## src/fnavg_pkg.sv

```systemverilog
// Shared types, widths and codes for the fixed-radius neighbour average block.
// No dependencies; imported by every module of the block.
package fnavg_pkg;

  localparam int COORD_W             = 16;
  localparam int INDEX_W             = 6;
  localparam int INDEX_SPAN          = 2 ** INDEX_W;
  localparam int RADIUS_W            = 16;
  localparam int DEFAULT_AGENT_COUNT = 64;
  localparam int CFG_ADDR_W          = 3;
  localparam int CFG_DATA_W          = 32;
  localparam int AVG_LANES           = 4;

  localparam logic [RADIUS_W-1:0] RADIUS_RESET = 16'd240;

  // Command codes on the request channel
  localparam logic CMD_WRITE = 1'b0;
  localparam logic CMD_QUERY = 1'b1;

  // Register index, taken from paddr[2]
  localparam logic REG_RADIUS = 1'b0;

  // One stored coordinate pair: x in the low half, y in the high half
  typedef struct packed {
    logic signed [COORD_W-1:0] y;
    logic signed [COORD_W-1:0] x;
  } vec2_t;

  // Sequencer to scan pipeline
  typedef struct packed {
    logic clear;    // new query: clear sums, latch radius squared
    logic capture;  // store read data is the queried agent's entry
    logic issue;    // a table entry is being read this cycle
    logic hit_tag;  // that entry is valid and is not the queried agent
  } scan_ctrl_t;

endpackage

```

## src/fnavg_store.sv

```systemverilog
// Agent table: position and velocity memories, one write and one read port.
// Read data is registered. Depends on fnavg_pkg.
module fnavg_store import fnavg_pkg::*; #(
  parameter int  SLOT_COUNT = DEFAULT_AGENT_COUNT,
  localparam int ADDR_W     = $clog2(SLOT_COUNT)
) (
  input  logic              clk,
  input  logic              we,
  input  logic [ADDR_W-1:0] waddr,
  input  vec2_t             wpos,
  input  vec2_t             wvel,
  input  logic [ADDR_W-1:0] raddr,
  output vec2_t             rpos,
  output vec2_t             rvel
);

  vec2_t pos_mem [SLOT_COUNT];
  vec2_t vel_mem [SLOT_COUNT];

  always_ff @(posedge clk) begin
    if (we) begin
      pos_mem[waddr] <= wpos;
      vel_mem[waddr] <= wvel;
    end
  end

  always_ff @(posedge clk) begin
    rpos <= pos_mem[raddr];
    rvel <= vel_mem[raddr];
  end

endmodule

```

## config.mk

```make
export PLATFORM = sky130hd
export DESIGN_NAME = fnavg_store
export DESIGN_NICKNAME = d
export VERILOG_FILES = /design/src/fnavg_pkg.sv /design/src/fnavg_store.sv
export SDC_FILE = /design/constraint.sdc
export NUM_CORES = 2
export LEC_CHECK = 0
export BUFFER_PORTS_ARGS = -buffer_cell sky130_fd_sc_hd__buf_2
export CORE_ASPECT_RATIO = 1.2
export CORE_MARGIN = 3
export CORE_UTILIZATION = 34
export CTS_CLUSTER_SIZE = 30
export DETAILED_ROUTE_END_ITERATION = 12
export SYNTH_ARGS = -nofsm -noshare
export SYNTH_HDL_FRONTEND = slang
export SYNTH_SLANG_ARGS = --single-unit
```

## constraint.sdc

```tcl
create_clock -name clk -period 12.26 [get_ports clk]
set_input_delay 0.613 -clock clk [delete_from_list [all_inputs] [get_ports clk]]
set_output_delay 0.613 -clock clk [all_outputs]
set_load 0.02 [all_outputs]
```

==> out/metrics.cfg <==
[clock_tree]
htree_levels = 5
cts_hold_buf = 0
clk_latency_ns = 0.93
postCtsSetupRepairBufs = 0
cts_sinks = 4160
clockRootBuffer = clkbuf_16
cts_buffer_depth = 4
cts_tree = yes
ctsResizeCount = 0
cts-buffers-inserted = 379
path_clk_slew_ns = 0.07

[finish]
fillers = 39738
post-route-cell-area_sq_um = 177000
regArea_sq_um = 124000
drive_above_1_share = 0.281
multi_input_area_sq_um = 30200
synthToLayoutAreaGrowth_pct = 13.7
fin_util = 0.389
finalNetCount = 6939

[place]
dpl_cell_area_sq_um = 165000
dp_hpwl_um = 244000
portBuffers = 141
gp_congestion = 0.785

[pwr]
pwr-share-clk = 0.416
finalPower_w = 0.0294
seqPwrFrac = 0.538
p_sw_w = 0.00617
power_density_nw_per_um2 = 166
swShare = 0.210
combPwrFrac = 0.046
ir_drop_v = 0.000128
internal_power_w = 0.0232
leakagePower_nw = 54.0

[min_path]
hp-class = in2reg
hold_start = wpos[11]
whs_endpoint = pos_mem[23][11]$_DFFE_PP_
hold_depth = 1

[yosys]
async_flop_share = 0
synth_cell_type_count = 30
synth_top_cell_area_share = 0.789
ys_seq_area_frac = 0.797
synth-edff-count = 4096
synth_nets = 6583
synth_flop_cell = edfxtp_1
synthTopCellsByArea = edfxtp_1 79%, mux4_2 15%, a22oi_1 1.2%, dfxtp_1 0.82%, mux2i_1 0.58%
synth_largest_area_cell = edfxtp_1
yosys_warnings = 0
synthTopCellsByCount = 4096 x edfxtp_1, 1024 x mux4_2, 256 x a22oi_1
syn-cell-area_sq_um = 156000
synth_cells = 6505
syn_area_per_cell_sq_um = 24.0
yosysMostFrequentCell = edfxtp_1
ys_ff_latch = 4160

[worst_setup_path]
slowest_delay_ns = 0.84
worstSetupEndpointType = flip-flop
r2r_cells = 4
crit_top_cell = buf_4
crit_path_cell_trace = buf_12, buf_4, buf_4, buf_4, mux4_2, o221ai_1, nor2_1, o211a_1
timing.rr.end = rpos[29]$_DFF_P_
rr_startpoint = pos_mem[6][29]$_DFFE_PP_
critPathLaunchType = primary input
worstPathRequired_ns = 13.06
crit_path_max_fanout = 90
critPathKind = in2reg
rrSetupSlack_ns = 10.42
critical-path-slowest-cell = buf_4
cp_data_arrival_time_ns = 4.72

[routing]
final_antenna_net_count = 0
firstDrtPassIters = 5
viasPerCell = 5.77
drcViolationCount = 0
wire_per_inst_um = 35.7
vias = 76136
wl_um = 472000
initialDrtViolationCount = 9797

[timing]
holdWs_ns = 0.397
worst_pin_slew_ns = 1.28
slew_headroom = 0.145
fin_skew_ns = 0.0402
fin_crit_sh = 0.320
setup_viol = 0
layout_min_cycle_time_ns = 3.92
tns_ns = 0
hold_viol_final = 0
rsz0062_at_grt = false
fmax_ghz = 0.255
drv_slew = 0

[run_status]
outcome = finished clean

[global_route]
grt_start_max_net_pins = 130
grt_pass1_vias = 77039
grt_antenna_before_repair = 47
grt_first_pass_wirelength_um = 645000
grt-ovfl-total = 0
grt.total_usage = 0.198

[die]
start_util = 0.342
rows = 271
die_h_um = 748
fp.dieW_um = 624
core-area_sq_um = 455000
io_pins = 142
die_area_sq_um = 467000

[job]
drv_cap = 0

cells by family after synthesis:
kind of cell	count (synthesis)	synth area share
flops	4160	0.797
compound gates	575	0.0280
buf+inv	378	0.0124
mux	1114	0.154
simple gates	278	0.00831
metrics by stage:
step                      setup WS [ns]  cells
after detailed placement           7.30  12486
after global routing               7.97  13193
after global placement             7.35  12486
final                              8.34  13202
after floorplan                    7.65   6505
after CTS                          8.27  13176
critical path, delay by kind of cell:
kind | cells | cell delay [ns]
multiplexers | 1 | 0.59
buffers and inverters | 4 | 2.59
AO/OA/AOI/OAI | 2 | 0.51
AND/OR/NAND/NOR | 1 | 0.14
how the worst max path moves through the flow:
| stage | start | end | slack, ns |
|---|---|---|---|
| 4_1_cts | raddr[0] | rpos[30]$_DFF_P_ | 8.27 |
| 2_1_floorplan | waddr[4] | pos_mem[16][0]$_DFFE_PP_ | 7.65 |
| 5_1_grt | raddr[0] | rpos[30]$_DFF_P_ | 7.97 |
| 3_5_place_dp | raddr[0] | rpos[30]$_DFF_P_ | 7.30 |
| 3_3_place_gp | raddr[0] | rpos[30]$_DFF_P_ | 7.35 |
| 6_report | raddr[0] | rpos[30]$_DFF_P_ | 8.34 |
flip-flops by register name (all words and copies together) (netlist names):
register  flops
pos_mem    2048
rpos         32
rvel         32
vel_mem    2048
metal layers:
| layer | share of wire | GRT usage | up-vias | wire length [um] |
|---|---|---|---|---|
| met1 | 0.36 | 0.246 | 42234 | 171000 |
| met4 | 0.046 | 0.0839 | 18 | 21600 |
| met2 | 0.51 | 0.344 | 3977 | 242000 |
| met5 | 0.00020 | 0 | - | 94 |
| met3 | 0.079 | 0.0323 | 918 | 37500 |
| li1 | - | - | 28989 | - |
area by class of cell:
type,count,share of cell area
diodes,26,0.000367
clock buffers,464,0.0571
clock inverters,226,0.0141
inverters,1,0.0000212
multi-input cells,1967,0.170
flip-flops and latches,4160,0.701
well taps,6006,0.0424
repair buffers,352,0.0143
power groups by stage:
stage                     sequential, W  clock, W  combinational [W]
final                            0.0158    0.0122            0.00135
after detailed placement         0.0161         0            0.00137
after CTS                        0.0158    0.0124            0.00137
after floorplan                  0.0161         0           0.000728
after global routing             0.0158    0.0129            0.00143
after global placement           0.0161         0            0.00134
placed cells by master (no fill, tap or decap), types with 25 or more instances in the layout:
master	n
o221ai_1	64
buf_4	195
buf_2	137
a21oi_1	25
mux4_2	1024
clkbuf_1	64
o22ai_1	102
nand3_1	133
a211oi_1	63
o211a_1	64
a22oi_1	256
clkbuf_16	389
diode_2	26
nor2_4	67
dfxtp_1	64
nor2_1	43
clkinv_1	69
mux2i_1	90
clkinv_2	67
edfxtp_1	4096
bufinv_16	53
Power figures use the tool's default switching activity.
