`src/fnavg_pkg.sv`:
```
// Shared types, widths and codes for the fixed-radius neighbour average block.
// No dependencies; imported by every module of the block.
package fnavg_pkg;

  localparam int COORD_W             = 16;
  localparam int INDEX_W             = 6;
  localparam int INDEX_SPAN          = 2 ** INDEX_W;
  localparam int RADIUS_W            = 16;
  localparam int DEFAULT_AGENT_COUNT = 64;
  localparam int CFG_ADDR_W          = 3;
  localparam int CFG_DATA_W          = 32;
  localparam int AVG_LANES           = 4;

  localparam logic [RADIUS_W-1:0] RADIUS_RESET = 16'd240;

  // Command codes on the request channel
  localparam logic CMD_WRITE = 1'b0;
  localparam logic CMD_QUERY = 1'b1;

  // Register index, taken from paddr[2]
  localparam logic REG_RADIUS = 1'b0;

  // One stored coordinate pair: x in the low half, y in the high half
  typedef struct packed {
    logic signed [COORD_W-1:0] y;
    logic signed [COORD_W-1:0] x;
  } vec2_t;

  // Sequencer to scan pipeline
  typedef struct packed {
    logic clear;    // new query: clear sums, latch radius squared
    logic capture;  // store read data is the queried agent's entry
    logic issue;    // a table entry is being read this cycle
    logic hit_tag;  // that entry is valid and is not the queried agent
  } scan_ctrl_t;

endpackage

```
`src/fnavg_div.sv`:
```
// Restoring divider, one quotient bit a cycle: signed sum by unsigned count,
// truncated toward zero, low coordinate bits returned. Depends on fnavg_pkg.
module fnavg_div import fnavg_pkg::*; #(
  parameter int  CNT_W  = INDEX_W,
  localparam int SUM_W  = COORD_W + CNT_W,
  localparam int STEP_W = $clog2(SUM_W + 1)
) (
  input  logic                    clk,
  input  logic                    rst,
  input  logic                    start,
  input  logic signed [SUM_W-1:0] dividend,
  input  logic [CNT_W-1:0]        divisor,
  output logic [COORD_W-1:0]      quotient,
  output logic                    done
);

  logic [STEP_W-1:0] steps;
  logic              neg;
  logic [SUM_W-1:0]  quo;
  logic [CNT_W-1:0]  rem;
  logic [CNT_W-1:0]  dsr;

  logic [CNT_W:0]   shifted;
  logic [CNT_W:0]   diff;
  logic             take;
  logic [SUM_W-1:0] signed_quo;

  always_comb begin
    shifted    = {rem, quo[SUM_W-1]};
    diff       = shifted - {1'b0, dsr};
    take       = shifted >= {1'b0, dsr};
    signed_quo = neg ? (~quo + 1'b1) : quo;
    quotient   = signed_quo[COORD_W-1:0];
  end

  always_ff @(posedge clk) begin
    if (start) begin
      neg <= dividend[SUM_W-1];
      quo <= dividend[SUM_W-1] ? (~dividend + 1'b1) : dividend;
      rem <= '0;
      dsr <= divisor;
    end else if (steps != '0) begin
      quo <= {quo[SUM_W-2:0], take};
      rem <= take ? diff[CNT_W-1:0] : shifted[CNT_W-1:0];
    end
  end

  always_ff @(posedge clk) begin
    if (rst) begin
      steps <= '0;
      done  <= 1'b0;
    end else begin
      done <= (steps == STEP_W'(1));
      if (start) begin
        steps <= STEP_W'(SUM_W);
      end else if (steps != '0) begin
        steps <= steps - 1'b1;
      end
    end
  end

endmodule

```
`config.mk`:
```
export PLATFORM = sky130hd
export DESIGN_NAME = fnavg_div
export DESIGN_NICKNAME = d
export VERILOG_FILES = /design/src/fnavg_pkg.sv /design/src/fnavg_div.sv
export SDC_FILE = /design/constraint.sdc
export NUM_CORES = 1
export LEC_CHECK = 0
export BUFFER_PORTS_ARGS = -buffer_cell sky130_fd_sc_hd__buf_2
export CORE_ASPECT_RATIO = 1.5
export CORE_UTILIZATION = 30
export DETAILED_ROUTE_END_ITERATION = 10
export SLEW_MARGIN = 25
export SYNTH_ARGS = -nofsm -noshare
export SYNTH_HDL_FRONTEND = slang
export SYNTH_SLANG_ARGS = --single-unit
```
`constraint.sdc`:
```
create_clock -name clk -period 2.81 [get_ports clk]
set_clock_uncertainty 0.2 [all_clocks]
set_input_delay 0.562 -clock clk [delete_from_list [all_inputs] [get_ports clk]]
set_output_delay 0.562 -clock clk [all_outputs]
set_load 0.02 [all_outputs]
```
==> impl_metrics.yaml <==
logic_synthesis:
  syn-num-nets: 333
  yosysTopAreaCell: "edfxtp_1"
  syn_avg_cell_area_um2: 9.37
  syn_inst: 290
  yosysWarnings: 0
  synthSimpleGateAreaFrac: 0.187
  synth.most_common_cell: "nor2_1"
  synth.top_cell.area_share: 0.321
  synth_seq_cells: 41
  yosys-top-cells-area: "edfxtp_1, dfxtp_1, xnor2_1"
  synth_common_cells: "nor2_1, edfxtp_1, a21oi_1"
  seq_area_frac_synth: 0.409
  synth_compound_area_frac: 0.155
  async_reset_ff_frac: 0
  synth_area_um2: 2720
  ys.flop_type: "edfxtp_1"
  synth-edff-count: 29
  synth_xor_xnor_area_share: 0.123
  synth.distinct_cells: 45
  muxShareOfSynthArea: 0.0263
  synth_top_family_by_area: "simple AND/OR/NAND/NOR gates"
  synthAdderAreaFrac: 0.0580
die:
  die_x_um: 79.7
  fp.dieH_um: 119
  io_pins: 48
  core-area_um2: 8830
  start_util: 0.308
  rows: 42
  die-area_um2: 9450
clock_tree:
  cts.sinks: 41
  cts_root_buffer: "clkbuf_16"
  numCtsBuffers: 5
  clock_latency_ns: 0.28
  cts_tree: "built"
  cts_buffer_depth: 2
  htreeDepth: 2
  hold_buffers: 0
  clk_pin_slew_ns: 0.06
sta:
  setup_viol: 6
  hold_viol_final: 0
  holdWs_ns: 0.256
  rsz0062_at_grt: "true"
  fmax_mhz: 329
  period_share: 1.08
  setup_slack_ns: -0.230
  slew_violations: 0
  relSlewSlack: 0.620
  min_period_ns: 3.04
  tightestPinTransition_ns: 0.570
final_layout:
  layout-drive-gt1-share: 0.261
  nets: 398
  diodes: 0
  finalCoreUtilization: 0.388
  synthToLayoutAreaGrowth_pct: 26.0
  post-route-cell-area_um2: 3420
route:
  ant_nets: 0
  wl_per_cell_um: 13.5
  num_vias: 2319
  first_pass_iters: 4
  dr.first_iter.drc_count: 88
  routed_wl_um: 6280
  vias_per_cell: 4.98
  drc: 0
global_route:
  grt_pass1_wl_um: 10400
  grtUsageTotal: 0.143
  grt_max_degree: 32
  grt_overflow: 0
  antenna_found_initial: 0
  first_global_vias: 2281
placement:
  io_buffers: 47
  placedInstanceArea_um2: 3160
  gp_congestion: 0.853
  hpwl_um: 4750
pwr:
  p_sw_w: 0.000870
  leakage_nw: 1.43
  p_clk_frac: 0.224
  worst_ir_drop_vdd_v: 0.000304
  comb_power_share: 0.416
  p_int_w: 0.00158
  p_sw_frac: 0.356
  powerDensity_nw_per_um2: 714
  seq_power_share: 0.360
min_path:
  hold_path.class: "in2reg"
worst_setup_path:
  endpoint_kind: "output pin"
  slowest_stage: "or3_4"
  worstPathRequired_ns: 2.05
  crit_family: "simple AND/OR/NAND/NOR gates"
  path_buf_inv: 2
  crit_chain: "or3_4 > or3_4 > buf_4 > o31ai_1 > xnor2_1 > buf_4"
  crit_type: "reg2out"
  worstPathMaxFanout: 2
  critPathArrivalTime_ns: 2.28
  max_stage_delay_ns: 0.40
  cp-start-kind: "flop"
status:
  violations: "setup timing"
  status: "finished, violations left"
job:
  cap_violations: 0
## final cells by class
type,instances,area [um2]
clock buffer,6,129
sequential,41,1110
multi-input combinational,219,1540
timing repair buffer,69,422
fill,919,5410
inverter,19,71.3
tap,110,138
clock inverter,2,10.0
## what timing repair did
action / 4_1_cts / 5_1_grt
endpoints found under the hold margin: 0 / 0
resized for setup: 7 / 10
pin swaps: 5 / 4
buffers inserted: 4 / 2
cloned: 0 / 0
setup endpoints to repair: 7 / 9
## cells in the final DEF, fill, tap and decap left out, types with 6 or more instances in the layout
cell type	instances
a211oi_1	6
a21oi_1	25
buf_2	40
buf_4	28
dfxtp_1	12
edfxtp_1	29
ha_1	11
inv_1	19
mux2i_1	6
nand2_1	18
nand2b_1	6
nor2_1	33
o21ai_0	14
o31ai_1	7
xnor2_1	17
xor2_1	17
## registers in the layout, summed over array words and instances (netlist names)
register and cells:
done 1, dsr 6, neg 1, quo 22, rem 6, steps 5
## power groups by stage
stage	Sequential (W)	Combinational, W	Clock [W]
4_1_cts	0.000876	0.000999	0.000565
3_5_place_dp	0.000887	0.000976	0
3_3_place_gp	0.000884	0.000970	0
2_1_floorplan	0.000870	0.000693	0
5_1_grt	0.000899	0.00113	0.000585
6_report	0.000879	0.00102	0.000548
## stage by stage
stage	setup TNS [ns]	power (W)	worst slack, ns	cells
after floorplan	0	0.00156	0.141	290
after global placement	0	0.00185	0.0952	452
after detailed placement	0	0.00186	0.0461	452
after CTS	-0.912	0.00244	-0.218	464
after global routing	-1.38	0.00261	-0.281	466
final	-0.831	0.00244	-0.230	466
## routing by layer
layer	routed length (um)	share of wire	GRT usage
met2	3360	0.54	0.249
met4	174	0.028	0.0841
met1	2540	0.40	0.158
met3	205	0.033	0.0255
met5	0	0	0
## logic make-up (layout without fill, tap and decap cells)
kind of cell,after synthesis,after routing
and+or+nand+nor,97,97
AOI/OAI and AO/OA,65,65
xor gates and xnor gates,38,38
muxes,7,7
adders and majority gates,12,12
buffers and inverters,30,96
DFF,41,41
## worst paths after layout
kind	from	endpoint	slack (ns)	depth (start not counted)
max	quo[3]$_DFFE_PP_	quotient[9]	-0.23	6
min	divisor[5]	dsr[5]$_DFFE_PP_	0.26	1
max reg2reg	dsr[5]$_DFFE_PP_	rem[3]$_SDFFE_PP0P_	0.52	8
min reg2reg	steps[4]$_SDFFE_PP0P_	steps[4]$_SDFFE_PP0P_	0.31	2
(Power assumes the default switching activity.)
