<file path="src/fnavg_pkg.sv">
// Shared types, widths and codes for the fixed-radius neighbour average block.
// No dependencies; imported by every module of the block.
package fnavg_pkg;

  localparam int COORD_W             = 16;
  localparam int INDEX_W             = 6;
  localparam int INDEX_SPAN          = 2 ** INDEX_W;
  localparam int RADIUS_W            = 16;
  localparam int DEFAULT_AGENT_COUNT = 64;
  localparam int CFG_ADDR_W          = 3;
  localparam int CFG_DATA_W          = 32;
  localparam int AVG_LANES           = 4;

  localparam logic [RADIUS_W-1:0] RADIUS_RESET = 16'd240;

  // Command codes on the request channel
  localparam logic CMD_WRITE = 1'b0;
  localparam logic CMD_QUERY = 1'b1;

  // Register index, taken from paddr[2]
  localparam logic REG_RADIUS = 1'b0;

  // One stored coordinate pair: x in the low half, y in the high half
  typedef struct packed {
    logic signed [COORD_W-1:0] y;
    logic signed [COORD_W-1:0] x;
  } vec2_t;

  // Sequencer to scan pipeline
  typedef struct packed {
    logic clear;    // new query: clear sums, latch radius squared
    logic capture;  // store read data is the queried agent's entry
    logic issue;    // a table entry is being read this cycle
    logic hit_tag;  // that entry is valid and is not the queried agent
  } scan_ctrl_t;

endpackage

</file>
<file path="src/fnavg_scan.sv">
// Distance test and accumulation pipeline fed from the agent table read port.
// Stages: square the offsets, add and compare with radius squared, accumulate.
// Depends on fnavg_pkg.
module fnavg_scan import fnavg_pkg::*; #(
  parameter int  CNT_W = INDEX_W,
  localparam int SUM_W = COORD_W + CNT_W
) (
  input  logic                    clk,
  input  logic                    rst,
  input  scan_ctrl_t              ctrl,
  input  logic [RADIUS_W-1:0]     radius,
  input  vec2_t                   rpos,
  input  vec2_t                   rvel,
  output logic                    pending,
  output logic [CNT_W-1:0]        count,
  output logic signed [SUM_W-1:0] sum_px,
  output logic signed [SUM_W-1:0] sum_py,
  output logic signed [SUM_W-1:0] sum_vx,
  output logic signed [SUM_W-1:0] sum_vy
);

  logic                       [2*RADIUS_W-1:0] r2;
  logic signed [COORD_W-1:0] qx;
  logic signed [COORD_W-1:0] qy;

  // read stage
  logic a_valid;
  logic a_tag;
  // square stage
  logic                 b_valid;
  logic                 b_tag;
  logic [2*COORD_W-1:0] b_sqx;
  logic [2*COORD_W-1:0] b_sqy;
  vec2_t                b_pos;
  vec2_t                b_vel;
  // compare stage
  logic  c_valid;
  logic  c_hit;
  vec2_t c_pos;
  vec2_t c_vel;

  logic signed [COORD_W:0]     dx;
  logic signed [COORD_W:0]     dy;
  logic signed [2*COORD_W+1:0] sqx;
  logic signed [2*COORD_W+1:0] sqy;
  logic        [2*COORD_W:0]   sq_sum;

  always_comb begin
    dx     = $signed({rpos.x[COORD_W-1], rpos.x}) - $signed({qx[COORD_W-1], qx});
    dy     = $signed({rpos.y[COORD_W-1], rpos.y}) - $signed({qy[COORD_W-1], qy});
    sqx    = dx * dx;
    sqy    = dy * dy;
    sq_sum = {1'b0, b_sqx} + {1'b0, b_sqy};
  end

  assign pending = a_valid | b_valid | c_valid;

  always_ff @(posedge clk) begin
    if (ctrl.clear) begin
      r2 <= radius * radius;
    end
    if (ctrl.capture) begin
      qx <= rpos.x;
      qy <= rpos.y;
    end
    b_tag <= a_tag;
    b_sqx <= sqx[2*COORD_W-1:0];
    b_sqy <= sqy[2*COORD_W-1:0];
    b_pos <= rpos;
    b_vel <= rvel;
    c_hit <= b_valid && b_tag && (sq_sum <= {1'b0, r2});
    c_pos <= b_pos;
    c_vel <= b_vel;
  end

  always_ff @(posedge clk) begin
    if (rst) begin
      a_valid <= 1'b0;
      a_tag   <= 1'b0;
      b_valid <= 1'b0;
      c_valid <= 1'b0;
    end else begin
      a_valid <= ctrl.issue;
      a_tag   <= ctrl.issue & ctrl.hit_tag;
      b_valid <= a_valid;
      c_valid <= b_valid;
    end
  end

  always_ff @(posedge clk) begin
    if (rst || ctrl.clear) begin
      count  <= '0;
      sum_px <= '0;
      sum_py <= '0;
      sum_vx <= '0;
      sum_vy <= '0;
    end else if (c_valid && c_hit) begin
      count  <= count + 1'b1;
      sum_px <= sum_px + {{CNT_W{c_pos.x[COORD_W-1]}}, c_pos.x};
      sum_py <= sum_py + {{CNT_W{c_pos.y[COORD_W-1]}}, c_pos.y};
      sum_vx <= sum_vx + {{CNT_W{c_vel.x[COORD_W-1]}}, c_vel.x};
      sum_vy <= sum_vy + {{CNT_W{c_vel.y[COORD_W-1]}}, c_vel.y};
    end
  end

endmodule

</file>
<file path="config.mk">
export PLATFORM = sky130hd
export DESIGN_NAME = fnavg_scan
export DESIGN_NICKNAME = d
export VERILOG_FILES = /design/src/fnavg_pkg.sv /design/src/fnavg_scan.sv
export SDC_FILE = /design/constraint.sdc
export NUM_CORES = 2
export LEC_CHECK = 0
export ABC_AREA = 1
export BUFFER_PORTS_ARGS = -buffer_cell sky130_fd_sc_hd__buf_2
export CORE_MARGIN = 4
export CORE_UTILIZATION = 62
export CTS_CLUSTER_DIAMETER = 40
export CTS_CLUSTER_SIZE = 14
export DETAILED_ROUTE_END_ITERATION = 16
export GPL_ROUTABILITY_DRIVEN = 1
export PLACE_DENSITY = 0.8
export SLEW_MARGIN = 25
export SYNTH_ARGS = -nofsm -noshare
export SYNTH_HDL_FRONTEND = slang
export SYNTH_SLANG_ARGS = --single-unit
export TNS_END_PERCENT = 1
</file>
<file path="constraint.sdc">
create_clock -name clk -period 16 [get_ports clk]
set_input_delay 0.8 -clock clk [delete_from_list [all_inputs] [get_ports clk]]
set_output_delay 0.8 -clock clk [all_outputs]
set_load 0.05 [all_outputs]
</file>
==> reports/results.md <==
| Stage | Metric | Value |
| --- | --- | --- |
| cts | Later-pin clock latency in the skew report | 0.62 ns |
| sta | RSZ-0062 raised after global routing | false |
| synthesis | Seq cells post-synth | 353 |
| die | Core area | 70100 sq um |
| worst setup path | Biggest cell delay along the critical path | 0.72 ns |
| sta | Headroom to the max-slew limit | 0.339 |
| die | Die Span X | 274 um |
| drt | Total detailed-routing wirelength | 103 mm |
| cts | Clock root buffer master | clkbuf_16 |
| synthesis | Number of distinct library cells after synthesis | 60 |
| cts | Maximum level of the CTS H-tree | 2 |
| drt | First DRT Iteration DRCs | 2290 |
| final layout | Final Net Count | 6559 |
| cts | Number of buffers inserted to repair setup after CTS | 0 |
| die | Number of core rows | 97 |
| global routing | Largest net degree at the start of global routing | 113 |
| worst setup path | Kind of start point of the critical path | flop |
| worst setup path | Crit Path Class | reg2reg |
| placement | Detailed placer's ending HPWL | 84.2 mm |
| cts | Clock transition at the registers of the reported paths | 0.06 ns |
| synthesis | Ys Warns | 0 |
| sta | Maximum clock skew at final layout | 0.0348 ns |
| final layout | Proportion of layout cells with a drive suffix above 1 | 0.0676 |
| flow run | Number of max-cap violations | 0 |
| synthesis | Post-synth top cells | inv_1 (1330), nand2_1 (708), fa_1 (684) |
| synthesis | Most frequently used cell type in the post-synthesis netlist | inv_1 |
| die | Die boundary height | 274 um |
| sta | Hold violation total from the final report | 0 |
| cts | Hold buffers post-CTS | 0 |
| sta | Number of max-slew violations in the final report | 0 |
| cts | Max Root-Sink Buffers | 3 |
| drt | Number of search-and-repair iterations in the first detailed-routing pass | 6 |
| worst setup path | Maximum fanout encountered on the critical timing path | 11 |
| sta | Transition time at the pin with the least slew margin | 0.988 ns |
| synthesis | Net count after synthesis | 6409 |
| synthesis | Post-Syn Area | 44000 sq um |
| cts | Sink count of the clock tree | 353 |
| worst setup path | Worst Setup End Kind | flop |
| synthesis | Area contributors post-synth | fa_1 (31%), dfxtp_1 (13%), ha_1 (12%) |
| sta | Fin crit share | 0.527 |
| worst setup path | Worst Path Required | 16.51 ns |
| final layout | Synthesis-to-layout area growth | 8.72% |
| global routing | Via count of the first global-routing pass | 35800 |
| global routing | Total congestion overflow after global routing | 0 |
| drt | Antenna-violating nets left | 0 |
| sta | Minimum clock period after layout | 8.44 ns |
| global routing | Combined global-route utilization of all metal layers | 0.279 |
| synthesis | Cell taking the most area after synthesis | fa_1 |
| synthesis | Syn_area_per_cell | 8.46 sq um |
| sta | Total negative setup slack | 0 ns |
| drt | Via-to-Cell Ratio | 5.36 |
| drt | Number of remaining DRC errors | 0 |
| worst setup path | Slowest cell on the critical path | nor4_1 |
| sta | Highest Clock Rate | 118 MHz |
| sta | Setup violations, final | 0 |
| worst setup path | Number of cells on the worst reg-to-reg path | 31 |
| global routing | Antenna violations before repair | 0 |
| sta | Final worst-path setup slack | 7.56 ns |
| cts | Clock buffer count from CTS | 56 |
| placement | Number of buffers inserted by port buffering | 180 |
| synthesis | Post-synth EDFFs | 63 |
| synthesis | Async set or reset register ratio after synthesis | 0 |
| synthesis | Portion of synthesized cell area occupied by the leading cell type | 0.311 |
| synthesis | Top FF cell, synth | dfxtp_1 |
| cts | Clock tree from TritonCTS | done |
| drt | WL/cell | 16.2 um |
| synthesis | Number of instances in the synthesized netlist | 5200 |
| global routing | First-pass GRT wire length | 172 mm |
| final layout | Ant. Diodes | 0 |
| die | Initial core utilization | 0.627 |
| die | Number of top-level design ports | 181 |
| placement | RD Place Congestion | 0.948 |
| worst setup path | Most common cell type on the critical path | fa_1 |
| placement | Post-Place Worst Slack | 7.21 ns |
| cts | Resized cells post-CTS | 0 |
| worst setup path | CP Data Arrival Time | 8.95 ns |
| min path | Type of the most critical hold path | in2reg |
| min path | Hold depth | 1 |
| final layout | Number of inserted filler cells in the final layout | 5653 |
| die | Overall die area | 75300 sq um |
| synthesis | Sequential cell area fraction in the yosys report | 0.175 |
| outcome | Outcome | finished clean |
| drt | Total via count after detailed routing | 34000 |
[worst paths after layout]
| path | start | slack, ns | end |
|---|---|---|---|
| hold / removal | rvel[0] | 0.27 | b_vel[0] |
| setup reg to reg | qx[0] | 7.56 | b_sqx[27] |
| hold reg to reg | b_pos[2] | 0.30 | c_pos[2] |
| setup / recovery | qx[0] | 7.56 | b_sqx[27] |
[critical path, delay by kind of cell (launching register included)]
| family | cells | cell delay (ns) |
|---|---|---|
| compound gates | 6 | 0.99 |
| buf+inv | 6 | 0.60 |
| simple gates | 9 | 2.06 |
| flops | 1 | 0.37 |
| fa+ha+maj | 9 | 4.08 |
| xor+xnor | 1 | 0.21 |
[kinds of logic after synthesis]
kind of cell,share of synthesized area
AO/OA/AOI/OAI,0.0929
XOR/XNOR,0.0446
adder cells (fa/ha/maj),0.436
buffers and inverters,0.125
flip-flops,0.175
AND/OR/NAND/NOR,0.127
[metrics by stage]
stage	util	area (sq um)	std cells	hold WS [ns]
6_report	0.682	47800	6338	0.273
5_1_grt	0.682	47800	6338	0.258
4_1_cts	0.682	47800	6338	0.245
3_5_place_dp	0.652	45800	6232	0.312
3_3_place_gp	0.652	45800	6232	0.310
2_1_floorplan	-	44000	5200	0.310
[flip-flops by register name, indices dropped and copies added (netlist names), 31 cells and up]
signal	count
b_pos	32
b_sqx	31
b_sqy	31
b_vel	32
c_pos	32
c_vel	32
r2	31
[final cells by class]
cell class | instances | area [sq um] | share of cell area
repair buffers | 191 | 987 | 0.0206
inverters | 1348 | 5070 | 0.106
clock inverters | 39 | 564 | 0.0118
flip-flops and latches | 353 | 7700 | 0.161
clock buffers | 67 | 1510 | 0.0316
multi-input cells | 3400 | 30800 | 0.645
well taps | 940 | 1180 | 0.0246
[cells in the final DEF (no fill, tap or decap), drive strengths merged, types with 4 or more instances in the layout]
| master | Yosys | final |
|---|---|---|
| o21ai | 215 | 215 |
| nand2 | 713 | 713 |
| xnor2 | 80 | 80 |
| edfxtp | 63 | 63 |
| dfxtp | 290 | 290 |
| ha | 439 | 439 |
| clkinv | 1 | 14 |
| a21oi | 288 | 288 |
| buf | 24 | 191 |
| o21bai | 63 | 63 |
| a211oi | 9 | 9 |
| fa | 684 | 684 |
| o211ai | 45 | 45 |
| and3 | 4 | 4 |
| nor3 | 32 | 32 |
| clkbuf | 75 | 67 |
| a21boi | 10 | 10 |
| a21o | 26 | 26 |
| o31ai | 6 | 6 |
| bufinv | 0 | 7 |
| or2 | 22 | 22 |
| o21a | 12 | 12 |
| nor4 | 23 | 23 |
| a221oi | 8 | 8 |
| nand3 | 104 | 104 |
| nor2 | 403 | 403 |
| nand4 | 46 | 46 |
| inv | 1347 | 1363 |
| a31oi | 17 | 17 |
| xor2 | 136 | 136 |
[metal layers]
metal  global-route usage  share of wire  vias to the layer above
li1                     -              -                    16200
met1                0.355           0.41                    16400
met2                0.484           0.49                     1072
met3               0.0449          0.061                      277
met4               0.0991          0.039                        0
met5                    0              0                        -
Power is left out: the tool's default activity adds up to more than one toggle a clock period on the data nets, which glitch-free logic cannot reach.
